`config.mk`:
```
export PLATFORM = sky130hd
export DESIGN_NAME = fixed_point_pcm_quantizer
export DESIGN_NICKNAME = d
export VERILOG_FILES = /design/src/rtl/fpq_pkg.sv /design/src/rtl/fpq_lane.sv /design/src/rtl/fpq_shape.sv /design/src/rtl/fixed_point_pcm_quantizer.sv
export VERILOG_INCLUDE_DIRS = /design/src /design/src/rtl
export SDC_FILE = /design/constraint.sdc
export NUM_CORES = 1
export LEC_CHECK = 0
export BUFFER_PORTS_ARGS = -buffer_cell sky130_fd_sc_hd__buf_4
export CAP_MARGIN = 20
export CORE_UTILIZATION = 56
export CTS_BUF_LIST = sky130_fd_sc_hd__clkbuf_8
export DETAILED_ROUTE_END_ITERATION = 10
export GPL_TIMING_DRIVEN = 0
export PLACE_DENSITY_LB_ADDON = 0.3
export SLEW_MARGIN = 5
export SYNTH_ARGS = -nofsm -noshare
export SYNTH_HDL_FRONTEND = slang
export SYNTH_SLANG_ARGS = --single-unit
export TNS_END_PERCENT = 30
```
`constraint.sdc`:
```
create_clock -name clk -period 28.8 [get_ports clk]
set_input_delay 2.88 -clock clk [delete_from_list [all_inputs] [get_ports clk]]
set_output_delay 2.88 -clock clk [all_outputs]
set_load 0.03 [all_outputs]
```
`src/rtl/fixed_point_pcm_quantizer_defines.svh`:
```
// ============================================================================
// fixed_point_pcm_quantizer_defines.svh
// Assertion macros for the quantizer RTL.
// ============================================================================
`ifndef FIXED_POINT_PCM_QUANTIZER_DEFINES_SVH
`define FIXED_POINT_PCM_QUANTIZER_DEFINES_SVH

// same-cycle implication, disabled while in reset
`define FPQ_ASSERT_NOW(label, clk, rst_n, ante, cons) \
    label: assert property (@(posedge clk) disable iff (!rst_n) (ante) |-> (cons)) \
        else $error("fpq same-cycle check failed");

// next-cycle implication, disabled while in reset
`define FPQ_ASSERT_NEXT(label, clk, rst_n, ante, cons) \
    label: assert property (@(posedge clk) disable iff (!rst_n) (ante) |=> (cons)) \
        else $error("fpq next-cycle check failed");

`endif

```
`src/rtl/fpq_pkg.sv`:
```
// ============================================================================
// fpq_pkg
// Beat types, sequencer states and LCG constants for the PCM quantizer.
// ============================================================================
package fpq_pkg;

    localparam int PCM_BITS = 16;
    localparam int WORD_BITS = 32;

    localparam logic [WORD_BITS-1:0] LCG_MUL = 32'h0019_660d;
    localparam logic [WORD_BITS-1:0] LCG_ADD = 32'h3c6e_f35f;

    typedef struct packed {
        logic signed [WORD_BITS-1:0] left_sample;
        logic signed [WORD_BITS-1:0] right_sample;
        logic                        stereo;
    } in_beat_t;

    typedef struct packed {
        logic signed [PCM_BITS-1:0] left_pcm;
        logic signed [PCM_BITS-1:0] right_pcm;
    } out_beat_t;

    typedef struct packed {
        logic signed [WORD_BITS-1:0] e_now;
        logic signed [WORD_BITS-1:0] e_half;
        logic signed [WORD_BITS-1:0] e_old;
        logic        [WORD_BITS-1:0] seed;
        logic        [WORD_BITS-1:0] rnd;
    } shape_state_t;

    typedef enum logic [1:0] {
        ST_IDLE,
        ST_LEFT,
        ST_RIGHT
    } seq_state_t;

endpackage

```
`src/rtl/fpq_lane.sv`:
```
// ============================================================================
// fpq_lane
// One channel quantizer: round-and-clip or noise-shaped dithered quantize.
// ============================================================================
module fpq_lane #(
    parameter int FRAC_BITS = 28
) (
    input  logic                          mode,
    input  fpq_pkg::shape_state_t         st,
    input  logic signed [31:0]            sample,
    output logic signed [15:0]            pcm,
    output logic signed [31:0]            err
);
    import fpq_pkg::*;

    localparam int W = WORD_BITS + 4;
    localparam int S = FRAC_BITS + 1 - PCM_BITS;
    localparam logic signed [W-1:0] ONE   = W'(1) << FRAC_BITS;
    localparam logic signed [W-1:0] HI    = ONE - W'(1);
    localparam logic signed [W-1:0] LO    = -ONE;
    localparam logic signed [W-1:0] BIAS  = W'(1) << (S - 1);
    localparam logic signed [W-1:0] RBIAS = W'(1) << (FRAC_BITS - PCM_BITS);

    logic signed [W-1:0] x;
    logic signed [W-1:0] en;
    logic signed [W-1:0] eh;
    logic signed [W-1:0] eo;
    logic signed [W-1:0] rd;
    logic signed [W-1:0] sd;
    logic signed [W-1:0] shaped;
    logic signed [W-1:0] dv;
    logic signed [W-1:0] xc;
    logic signed [W-1:0] oc;
    logic signed [W-1:0] q;
    logic signed [W-1:0] diff;
    logic signed [W-1:0] r;
    logic signed [W-1:0] rc;

    always_comb
    begin
        x  = {{(W-32){sample[31]}}, sample};
        en = {{(W-32){st.e_now[31]}}, st.e_now};
        eh = {{(W-32){st.e_half[31]}}, st.e_half};
        eo = {{(W-32){st.e_old[31]}}, st.e_old};
        rd = {{(W-S){1'b0}}, st.rnd[S-1:0]};
        sd = {{(W-S){1'b0}}, st.seed[S-1:0]};

        shaped = x + en - eh + eo;
        dv     = shaped + BIAS + rd - sd;

        if (dv > HI)
        begin
            oc = HI;
            xc = (shaped > HI) ? HI : shaped;
        end
        else if (dv < LO)
        begin
            oc = LO;
            xc = (shaped < LO) ? LO : shaped;
        end
        else
        begin
            oc = dv;
            xc = shaped;
        end

        q    = {oc[W-1:S], {S{1'b0}}};
        diff = xc - q;
        err  = diff[31:0];

        r = x + RBIAS;
        if (r > HI)
        begin
            rc = HI;
        end
        else if (r < LO)
        begin
            rc = LO;
        end
        else
        begin
            rc = r;
        end

        pcm = mode ? q[FRAC_BITS:S] : rc[FRAC_BITS:S];
    end

endmodule

```
`src/rtl/fpq_shape.sv`:
```
// ============================================================================
// fpq_shape
// Shared noise-shaping error terms and dither generator for both lanes.
// ============================================================================
module fpq_shape (
    input  logic                  clk,
    input  logic                  rst_n,
    input  logic                  advance,
    input  logic signed [31:0]    err,
    output fpq_pkg::shape_state_t st
);
    import fpq_pkg::*;

    logic signed [31:0] e_now_reg;
    logic signed [31:0] e_half_reg;
    logic signed [31:0] e_old_reg;
    logic        [31:0] seed_reg;
    logic        [31:0] rnd_reg;
    logic        [31:0] rnd_next;
    logic signed [32:0] half_sum;
    logic signed [31:0] half_next;

    always_comb
    begin
        rnd_next  = rnd_reg * LCG_MUL + LCG_ADD;
        half_sum  = {e_now_reg[31], e_now_reg} + {32'b0, e_now_reg[31]};
        half_next = half_sum[32:1];
    end

    always_ff @(posedge clk or negedge rst_n)
    begin
        if (!rst_n)
        begin
            e_now_reg  <= '0;
            e_half_reg <= '0;
            e_old_reg  <= '0;
            seed_reg   <= '0;
            rnd_reg    <= LCG_ADD;
        end
        else if (advance)
        begin
            e_old_reg  <= e_half_reg;
            e_half_reg <= half_next;
            e_now_reg  <= err;
            seed_reg   <= rnd_reg;
            rnd_reg    <= rnd_next;
        end
    end

    assign st = '{e_now: e_now_reg, e_half: e_half_reg, e_old: e_old_reg,
                  seed: seed_reg, rnd: rnd_reg};

endmodule

```
`src/rtl/fixed_point_pcm_quantizer.sv`:
```
// ============================================================================
// fixed_point_pcm_quantizer
// Stereo fixed-point to 16-bit PCM quantizer with noise-shaped dither.
//
//   channel | direction | handshake            | payload
//   --------+-----------+----------------------+------------------------
//   in      | input     | in_valid / in_ready  | fpq_pkg::in_beat_t
//   out     | output    | out_valid / out_ready| fpq_pkg::out_beat_t
//   cfg     | input     | cfg_write            | cfg_data (quant_mode)
//
// Each beat runs the left lane in ST_LEFT, then the right lane in ST_RIGHT on
// the dither state the left lane left behind; that shared state sets the rate.
// Between an input beat and the output register lie hold_reg, ST_LEFT and ST_RIGHT.
// A stalled output holds the right lane; a new beat is taken as the result
// leaves the right lane. Reset clears error terms and seed to zero.
// ============================================================================
`include "fixed_point_pcm_quantizer_defines.svh"

module fixed_point_pcm_quantizer #(
    parameter int FRAC_BITS = 28
) (
    input  logic               clk,
    input  logic               rst_n,
    input  logic               in_valid,
    output logic               in_ready,
    input  fpq_pkg::in_beat_t  in_data,
    output logic               out_valid,
    input  logic               out_ready,
    output fpq_pkg::out_beat_t out_data,
    input  logic               cfg_write,
    input  logic               cfg_data
);
    import fpq_pkg::*;

    seq_state_t         state_reg;
    seq_state_t         state_next;
    in_beat_t           hold_reg;
    logic signed [15:0] left_pcm_reg;
    out_beat_t          out_data_reg;
    logic               out_valid_reg;
    logic               quant_mode_reg;

    logic               out_free;
    logic               finish;
    logic               advance;
    logic signed [31:0] adv_err;
    shape_state_t       shp;
    logic signed [15:0] pcm_l;
    logic signed [15:0] pcm_r;
    logic signed [31:0] err_l;
    logic signed [31:0] err_r;

    fpq_shape u_shape (
        .clk     (clk),
        .rst_n   (rst_n),
        .advance (advance),
        .err     (adv_err),
        .st      (shp)
    );

    fpq_lane #(.FRAC_BITS(FRAC_BITS)) u_lane_l (
        .mode   (quant_mode_reg),
        .st     (shp),
        .sample (hold_reg.left_sample),
        .pcm    (pcm_l),
        .err    (err_l)
    );

    fpq_lane #(.FRAC_BITS(FRAC_BITS)) u_lane_r (
        .mode   (quant_mode_reg),
        .st     (shp),
        .sample (hold_reg.right_sample),
        .pcm    (pcm_r),
        .err    (err_r)
    );

    assign out_free = !out_valid_reg || out_ready;

    always_comb
    begin
        state_next = state_reg;
        in_ready   = 1'b0;
        finish     = 1'b0;
        advance    = 1'b0;
        adv_err    = err_l;
        case (state_reg)
            ST_IDLE:
            begin
                in_ready = 1'b1;
                if (in_valid)
                begin
                    state_next = ST_LEFT;
                end
            end
            ST_LEFT:
            begin
                advance    = quant_mode_reg;
                state_next = ST_RIGHT;
            end
            ST_RIGHT:
            begin
                if (out_free)
                begin
                    finish     = 1'b1;
                    in_ready   = 1'b1;
                    advance    = quant_mode_reg && hold_reg.stereo;
                    adv_err    = err_r;
                    state_next = in_valid ? ST_LEFT : ST_IDLE;
                end
            end
            default:
            begin
                state_next = ST_IDLE;
            end
        endcase
    end

    always_ff @(posedge clk or negedge rst_n)
    begin
        if (!rst_n)
        begin
            state_reg      <= ST_IDLE;
            out_valid_reg  <= 1'b0;
            quant_mode_reg <= 1'b0;
        end
        else
        begin
            state_reg <= state_next;
            if (cfg_write)
            begin
                quant_mode_reg <= cfg_data;
            end
            if (finish)
            begin
                out_valid_reg <= 1'b1;
            end
            else if (out_ready)
            begin
                out_valid_reg <= 1'b0;
            end
        end
    end

    always_ff @(posedge clk)
    begin
        if (in_valid && in_ready)
        begin
            hold_reg <= in_data;
        end
        if (state_reg == ST_LEFT)
        begin
            left_pcm_reg <= pcm_l;
        end
        if (finish)
        begin
            out_data_reg.left_pcm  <= left_pcm_reg;
            out_data_reg.right_pcm <= hold_reg.stereo ? pcm_r : 16'sd0;
        end
    end

    assign out_valid = out_valid_reg;
    assign out_data  = out_data_reg;

    `FPQ_ASSERT_NEXT(a_left_then_right, clk, rst_n, state_reg == ST_LEFT, state_reg == ST_RIGHT)
    `FPQ_ASSERT_NEXT(a_finish_shows_beat, clk, rst_n, finish, out_valid_reg)
    `FPQ_ASSERT_NEXT(a_round_keeps_seed, clk, rst_n, state_reg == ST_LEFT && !quant_mode_reg, $stable(shp.seed))

endmodule

```
Word-level counts from Yosys, hierarchy flattened
Index checks and enable logic that the tools add are counted.
Widths: inputs -> output; s select.

storage, ports and cells
  register bits = 258
  input port bits = 71
  output and inout bits = 34

operators by class
  add/subtract/negate cells = 18
  $mul = 1
  magnitude comparators = 12
  eq/ne operators = 4
  multiplexer cells = 31
  reductions and logical operators = 7

operator list
  kind                    count
  $mux 32                 14
  $mux 29                 4
  $add 35x14->36 const B  2
  $add 36x14->36          2
  $gt 36x29->1 const B    2
  $lt 36x29->1 const B    2
  $sub 36x14->36          2
  $add 34x32->35          2
  $gt 35x29->1 const B    2
  $lt 35x29->1 const B    2
  $sub 33x32->34          2
  $add 32x14->33 const B  2
  $add 32x32->33          2
  $gt 33x29->1 const B    2
  $lt 33x29->1 const B    2
  $sub 32x32->32          2
  $add 32x2->33           1
  $add 32x30->32 const B  1
  $mul 32x21->32 const B  1
  $mux 16                 2
  $mux 1                  6
  $pmux 2 s3              1
  $mux 2                  2
  $ne 2x2->1 const B      2
  9 further kinds         11

Logic depth before layout (Yosys ltp)
Gate-level depths: netlist (run 1).

  depth in word-level cells = 12
  gate-level depth with buffers = 50

Modules after synthesis
A second synthesis (run 1) with hierarchy kept.

second synthesis, totals
  cell total of the unflattened synthesis = 3782
  area, all modules = 35036.1 µm²

by module, submodules not included
  module                     times used  cells an instance  area an instance (µm²)  sequential area each (µm²)
  fpq_shape                  1           1238               13470.4                 4030.1
  fpq_lane (u_lane_l)        1           1182               8643.3                  0.0
  fpq_lane (u_lane_r)        1           1168               8630.8                  0.0
  fixed_point_pcm_quantizer  1           194                4291.6                  3493.4

Least setup slack after synthesis (run 1)
Ideal clock, no wire load.

  kind = register to register
  start = reg hold_reg[2] (netlist bit)
  end = reg u_shape.e_now_reg[31]
  data arrival time = 9196 ps
  data required time = 28662 ps
  slack = 19466 ps
  cell stages (with the launch flop) = 45
  path through = edfxtp_1 > fa_1 > fa_1 > ha_1 > inv_1 > fa_1 > nor2b_1 > o31ai_1 > a2111oi_0 > o2111ai_1 > a31oi_1 > nor3_1 > o21bai_1 > a21o_1 > a21oi_1 > xor2_1 > inv_1 > ha_1 > (+9 left out) > o41ai_1 > buf_2 > buf_2 > o22ai_1 > ha_1 > fa_1 > nor2b_1 > o21ai_0 > nand2b_1 > nand3_1 > a31oi_1 > a41oi_1 > a21oi_1 > a211o_1 > a21o_1 > a21oi_1 > xnor2_1 > o221ai_1

on the way
  cells in the longest elaborated chain, start to end = 12
  elaborated cells between the ends (all ways) = 19
  classes of those cells = add/sub: 7; order compare: 4; mux: 8

ends and longest elaborated chain
  item                      RTL line                          text
  start: declaration        fixed_point_pcm_quantizer.sv:37   in_beat_t hold_reg;
  start signal: assignment  fixed_point_pcm_quantizer.sv:148  hold_reg <= in_data;
  $add 32x32->33 (*)        fpq_lane.sv:48                    shaped = x + en - eh + eo;
  $sub 33x32->34 (*)        fpq_lane.sv:48
  $add 34x32->35 (*)        fpq_lane.sv:48
  $add 35x14->36            fpq_lane.sv:49                    dv = shaped + BIAS + rd - sd;
  $add 36x14->36            fpq_lane.sv:49
  $sub 36x14->36            fpq_lane.sv:49
  $lt 36x29->1              fpq_lane.sv:56                    else if (dv < LO)
  $mux 32                   fpq_lane.sv:56
  $mux 32                   fpq_lane.sv:51                    if (dv > HI)
  $sub 32x32->32 (*)        fpq_lane.sv:68                    diff = xc - q;
  $mux 32 (*)               fixed_point_pcm_quantizer.sv:102  if (out_free)
  $mux 32 (*)               fixed_point_pcm_quantizer.sv:86   case (state_reg)
  end signal: assignment    fpq_shape.sv:44                   e_now_reg <= err;
  end: declaration          fpq_shape.sv:14                   logic signed [31:0] e_now_reg;

Mark *: on every way between the ends. The rest lies on a longest branch, timed or not.
A chain may end at the register's enable or synchronous reset.

Final worst setup path (run 1)
Ends and elaborated chain as after synthesis.

==> results.sh, run 1 <==
export IMPL_wl_per_cell_um=21.8
export IMPL_critPathKind="reg -> reg"
export IMPL_netlist_area_leader_share_pct=16.6
export IMPL_dieHeight_um=219
export IMPL_worstPathRequired_ns=29.26
export IMPL_number_of_max_slew_violations_in_the_final_report=0
export IMPL_num_vias=22406
export IMPL_critPathCaptureType="flip-flop"
export IMPL_gate_count_of_the_mapped_netlist=2961
export IMPL_most_common_layout_cells="489 x sky130_fd_sc_hd__inv_1, 350 x sky130_fd_sc_hd__ha_1, 256 x sky130_fd_sc_hd__nand2_1"
export IMPL_first_global_vias=21855
export IMPL_gr_usage_all_layers_pct=34.9
export IMPL_fp_row_count=79
export IMPL_timing_final_crit_share_pct=45.2
export IMPL_post_synth_num_cell_types=89
export IMPL_finalWorstPathRequiredPeriod_ns=13.02
export IMPL_run_status="finished, final reports clean"
export IMPL_grt_start_max_net_pins=79
export IMPL_antenna_left=0
export IMPL_fin_nets=3713
export IMPL_cts_repair_resize_count=0
export IMPL_postCtsSetupBuffers=0
export IMPL_drt_pass1_iterations=6
export IMPL_timing_slew_headroom_pct=25.1
export IMPL_global_route_overflow_total=0
export IMPL_synth_top_area_cell="sky130_fd_sc_hd__ha_1"
export IMPL_drive_above_1_share_pct=7.57
export IMPL_gp_congestion=1.00
export IMPL_tritoncts_num_buffers=46
export IMPL_ctsLongestPathBuffers=3
export IMPL_clock_fmax_mhz=76.8
export IMPL_mappedNetlistNets=3554
export IMPL_setup_viol=0
export IMPL_floorplan_die_area_um2=48000
export IMPL_avgViaCountPerCell=5.95
export IMPL_synth_edff_count=113
export IMPL_worst_hold_path_type="reg -> reg"
export IMPL_synthArstFlopShare_pct=52.7
export IMPL_io_pins=105
export IMPL_setup_repair_after_global_routing_missed_its_margin="false"
export IMPL_path_clk_slew_ns=0.06
export IMPL_most_common_cell_after_layout_fill_and_taps_aside="sky130_fd_sc_hd__inv_1"
export IMPL_wl_um=82000
export IMPL_predominant_post_synthesis_flop_cell="sky130_fd_sc_hd__dfrtp_1"
export IMPL_cp_max_fo=10
export IMPL_hold_buffers=0
export IMPL_htree_levels=2
export IMPL_syn_avg_cell_area_um2=8.92
export IMPL_worst_pin_slew_ns=1.11
export IMPL_placeableCoreArea_um2=46600
export IMPL_tritoncts_num_sinks=239
export IMPL_synth_yosys_seq_area_share_pct=24.8
export IMPL_crit_slowest_cell="sky130_fd_sc_hd__a41oi_1"
export IMPL_highest_cell_delay_on_the_worst_timing_path_ns=0.95
export IMPL_root_buffer="sky130_fd_sc_hd__clkbuf_8"
export IMPL_synth_warning_count=0
export IMPL_grt_antenna_before_repair=2
export IMPL_layout_area_overhead_vs_synth_pct=9.87
export IMPL_hpwl_um=68300
export IMPL_skew_ns=0.0298
export IMPL_synthesis_area_um2=26400
export IMPL_ys_ff_latch=239
export IMPL_cp_data_arrival_time_ns=13.48
export IMPL_hold_violations=0
export IMPL_start_util_pct=56.7
export IMPL_grt_first_pass_wirelength_um=126000
export IMPL_port_buffer_count=104
export IMPL_drc=0
export IMPL_fin_util_pct=62.3
export IMPL_max_reg_flops=65
export IMPL_crit_path_start_kind="flip-flop"
export IMPL_setup_tns_ns=0
export IMPL_max_cap_viols=0
export IMPL_drt_initial_drc_count=1827
export IMPL_clk_latency_ns=0.63
export IMPL_cts_tree="built"
export IMPL_chipWidth_um=219
export IMPL_synth_top_cells_by_area="sky130_fd_sc_hd__ha_1 17%, sky130_fd_sc_hd__fa_1 13%, sky130_fd_sc_hd__edfxtp_1 13%"
==> cells in the mapped netlist (8+ instances only) <==
library cell                  n
sky130_fd_sc_hd__nand4_1     39
sky130_fd_sc_hd__fa_1       172
sky130_fd_sc_hd__xor2_1      73
sky130_fd_sc_hd__o31ai_1     19
sky130_fd_sc_hd__nor3_1      52
sky130_fd_sc_hd__a21boi_0     9
sky130_fd_sc_hd__nand2_1    256
sky130_fd_sc_hd__dfstp_2      9
sky130_fd_sc_hd__a211oi_1    31
sky130_fd_sc_hd__and2_1      13
sky130_fd_sc_hd__nor2_1     105
sky130_fd_sc_hd__o21a_1      26
sky130_fd_sc_hd__nand3_1     57
sky130_fd_sc_hd__o21bai_1    18
sky130_fd_sc_hd__xnor2_1    130
sky130_fd_sc_hd__edfxtp_1   113
sky130_fd_sc_hd__ha_1       350
sky130_fd_sc_hd__a31oi_1     30
sky130_fd_sc_hd__nor2b_1     24
sky130_fd_sc_hd__or3_1        8
sky130_fd_sc_hd__clkbuf_1    66
sky130_fd_sc_hd__dfrtp_1    117
sky130_fd_sc_hd__a21oi_1    218
sky130_fd_sc_hd__nand2b_1    28
sky130_fd_sc_hd__and3_1      35
sky130_fd_sc_hd__or2_2       10
sky130_fd_sc_hd__inv_1      478
sky130_fd_sc_hd__a211o_1      8
sky130_fd_sc_hd__buf_2       10
sky130_fd_sc_hd__a21o_1      83
sky130_fd_sc_hd__and4_1      10
sky130_fd_sc_hd__o211ai_1    24
sky130_fd_sc_hd__nor4_1      12
sky130_fd_sc_hd__o2111ai_1   11
sky130_fd_sc_hd__o21ai_0    199
==> worst paths after layout <==
path	cells after the start	endpoint	startpoint	slack, ns
hold reg to reg	0	out_data[31]$_DFFE_PP_	left_pcm_reg[15]$_DFFE_PN_	0.42
setup / recovery	45	u_shape.e_now_reg[31]$_DFFE_PN0P_	hold_reg[2]$_DFFE_PP_	15.78
setup reg to reg	45	u_shape.e_now_reg[31]$_DFFE_PN0P_	hold_reg[2]$_DFFE_PP_	15.78
hold / removal	0	out_data[31]$_DFFE_PP_	left_pcm_reg[15]$_DFFE_PN_	0.42
max in group asynchronous	2	out_valid$_DFFE_PN0P_	rst_n	25.75
min in group asynchronous	1	u_shape.e_half_reg[0]$_DFFE_PN0P_	rst_n	2.23
==> routing by layer <==
layer  track usage, %  wire length (µm)  vias up
li1                 -                 -    10511
met1             47.9             35100    10765
met2             54.8             36700      968
met3             6.75              7050      160
met4             12.8              3180        2
met5                0                 8        -
==> cell families after synthesis <==
kind of cell / after synthesis / share of synthesized area [%]
AOI/OAI and AO/OA: 757 / 18.2
and+or+nand+nor: 676 / 12.4
buffers and inverters: 558 / 8.03
adders and majority gates: 522 / 29.6
DFF: 239 / 24.8
xor gates and xnor gates: 203 / 6.73
muxes: 6 / 0.237
==> worst max-delay path: cells and delay by family (launching register included) <==
kind / cells / cell delay [ns]
compound gates: 22 / 5.65
flops: 1 / 0.51
buf+inv: 6 / 1.12
simple gates: 6 / 1.15
fa+ha+maj: 8 / 2.95
xor+xnor: 3 / 1.49
==> stage by stage <==
step                      hold slack [ns]  worst slack [ns]  area [µm²]  instances
final                               0.419             15.78       29000       3765
after global routing                0.428             15.37       29000       3764
after CTS                           0.421             16.14       29000       3762
after detailed placement            0.405             16.16       28000       3677
after global placement              0.403             15.84       28000       3672
after floorplan                     0.400             19.47       26400       2961
==> cell type report <==
type,instances,area (µm²)
timing repair buffer,111,881
antenna,1,2.50
buffer,79,325
sequential,239,6560
multi-input combinational,2164,17700
clock inverter,33,245
clock buffer,52,716
tap,607,759
inverter,479,1800
fill,4016,17500
Power of run 1 is not shown: default switching activity piles up to over one toggle a cycle in this logic, so the estimate is an artifact.
==> run 2, diff against run 1 <==
- clock period: 28.8 -> 10.65 ns (I/O delays scaled with it)
==> results.sh, run 2 (synthesized netlist as in run 1, its figures left out) <==
export IMPL_critPathKind="reg -> reg"
export IMPL_timing_slew_headroom_pct=27.3
export IMPL_fp_row_count=79
export IMPL_worst_slack_ns=0.321
export IMPL_antenna_left=0
export IMPL_design_area_um2=29900
export IMPL_placedInstanceArea_um2=28000
export IMPL_fin_nets=3736
export IMPL_clock_fmax_mhz=96.8
export IMPL_timing_final_crit_share_pct=97.0
export IMPL_grt_start_max_net_pins=79
export IMPL_finalWorstPathRequiredPeriod_ns=10.33
export IMPL_highest_cell_delay_on_the_worst_timing_path_ns=0.53
export IMPL_worst_path_buf_inv=10
export IMPL_critPathCaptureType="flip-flop"
export IMPL_cts_tree="built"
export IMPL_grt_first_pass_wirelength_um=127000
export IMPL_gp_congestion=1.00
export IMPL_grt_antenna_before_repair=0
export IMPL_drt_initial_drc_count=1831
export IMPL_floorplan_die_area_um2=48000
export IMPL_setup_viol=0
export IMPL_run_status="finished, final reports clean"
export IMPL_htree_levels=2
export IMPL_wl_per_cell_um=22.0
export IMPL_wl_um=83300
export IMPL_worst_pin_slew_ns=1.08
export IMPL_worstPathRequired_ns=11.12
export IMPL_hpwl_um=68300
export IMPL_global_route_overflow_total=0
export IMPL_path_clk_slew_ns=0.06
export IMPL_drc=0
export IMPL_tritoncts_num_buffers=46
export IMPL_seq_area_um2=6560
export IMPL_skew_ns=0.0195
export IMPL_max_cap_viols=0
export IMPL_tritoncts_num_sinks=239
export IMPL_dieHeight_um=219
export IMPL_drive_above_1_share_pct=11.3
export IMPL_worst_hold_path_type="in -> async"
export IMPL_area_used_by_multi_input_combinational_logic_um2=18400
export IMPL_most_common_layout_cells="489 x sky130_fd_sc_hd__inv_1, 345 x sky130_fd_sc_hd__ha_1, 255 x sky130_fd_sc_hd__nand2_1"
export IMPL_port_buffer_count=104
export IMPL_start_util_pct=56.7
export IMPL_layout_area_overhead_vs_synth_pct=13.1
export IMPL_crit_path_start_kind="flip-flop"
export IMPL_max_reg_flops=65
export IMPL_filler_cell_count=3932
export IMPL_critPathTopFamily="compound AO/OA/AOI/OAI gates"
export IMPL_root_buffer="sky130_fd_sc_hd__clkbuf_8"
export IMPL_dp_slack_ns=-1.99
export IMPL_crit_slowest_cell="sky130_fd_sc_hd__fa_1"
export IMPL_hold_violations=0
export IMPL_clk_latency_ns=0.63
export IMPL_drt_pass1_iterations=6
export IMPL_gr_usage_all_layers_pct=35.1
export IMPL_hold_ws_ns=0.414
export IMPL_cp_data_arrival_time_ns=10.80
export IMPL_num_vias=22527
export IMPL_placeableCoreArea_um2=46600
export IMPL_avgViaCountPerCell=5.95
export IMPL_first_global_vias=21959
export IMPL_chipWidth_um=219
export IMPL_io_pins=105
export IMPL_most_common_cell_after_layout_fill_and_taps_aside="sky130_fd_sc_hd__inv_1"
export IMPL_ctsLongestPathBuffers=3
export IMPL_hold_buffers=0
export IMPL_cp_max_fo=10
export IMPL_number_of_max_slew_violations_in_the_final_report=0
run 2: cell types whose count changed in the layout (fill, tap and decap cells not counted), sizes merged:
cell,delta
clkbuf,-7
buf,+30
run 2: layout make-up:
cell class | count | share of cell area (%)
Clock buffer | 52 | 2.40
Tap cell | 607 | 2.54
Inverter | 479 | 6.02
Timing Repair Buffer | 142 | 3.78
Multi-Input combinational cell | 2164 | 61.4
Buffer | 71 | 1.04
Clock inverter | 33 | 0.821
Sequential cell | 239 | 22.0
Antenna cell | 1 | 0.00838
run 2: path summary, 6_finish.rpt:
path                                                   start                           endpoint  slack [ns]  cells after the start
min                                                    rst_n   u_shape.e_old_reg[2]$_DFFE_PN0P_        0.41                      1
max reg2reg                u_shape.e_half_reg[1]$_DFFE_PN0P_  u_shape.e_now_reg[31]$_DFFE_PN0P_        0.32                     48
max in group asynchronous                              rst_n              out_valid$_DFFE_PN0P_        9.42                      2
min in group clk                  left_pcm_reg[15]$_DFFE_PN_             out_data[31]$_DFFE_PP_        0.42                      0
max                        u_shape.e_half_reg[1]$_DFFE_PN0P_  u_shape.e_now_reg[31]$_DFFE_PN0P_        0.32                     48
min reg2reg                       left_pcm_reg[15]$_DFFE_PN_             out_data[31]$_DFFE_PP_        0.42                      0
run 2: metal layers:
layer	vias to the layer above	global-route usage [%]	wire, µm
met5	-	0	0
met3	178	5.96	6660
li1	10536	-	-
met4	0	14.1	3540
met2	953	54.5	37300
met1	10860	48.7	35800
run 2: through the flow:
step | instances | util [%] | setup TNS, ns
final | 3788 | 64.2 | 0
after global placement | 3672 | 60.1 | -25.26
after detailed placement | 3677 | 60.2 | -18.20
after CTS | 3771 | 63.0 | 0
after global routing | 3787 | 64.2 | -0.187
after floorplan | 2961 | - | 0
run 2: timing repair:
| action | in CTS | in global routing |
|---|---|---|
| setup endpoints to repair | 17 | 11 |
| pin swaps | 10 | 31 |
| gates resized for setup | 44 | 90 |
| setup buffers | 9 | 24 |
Power of run 2 is left out for the same reason.
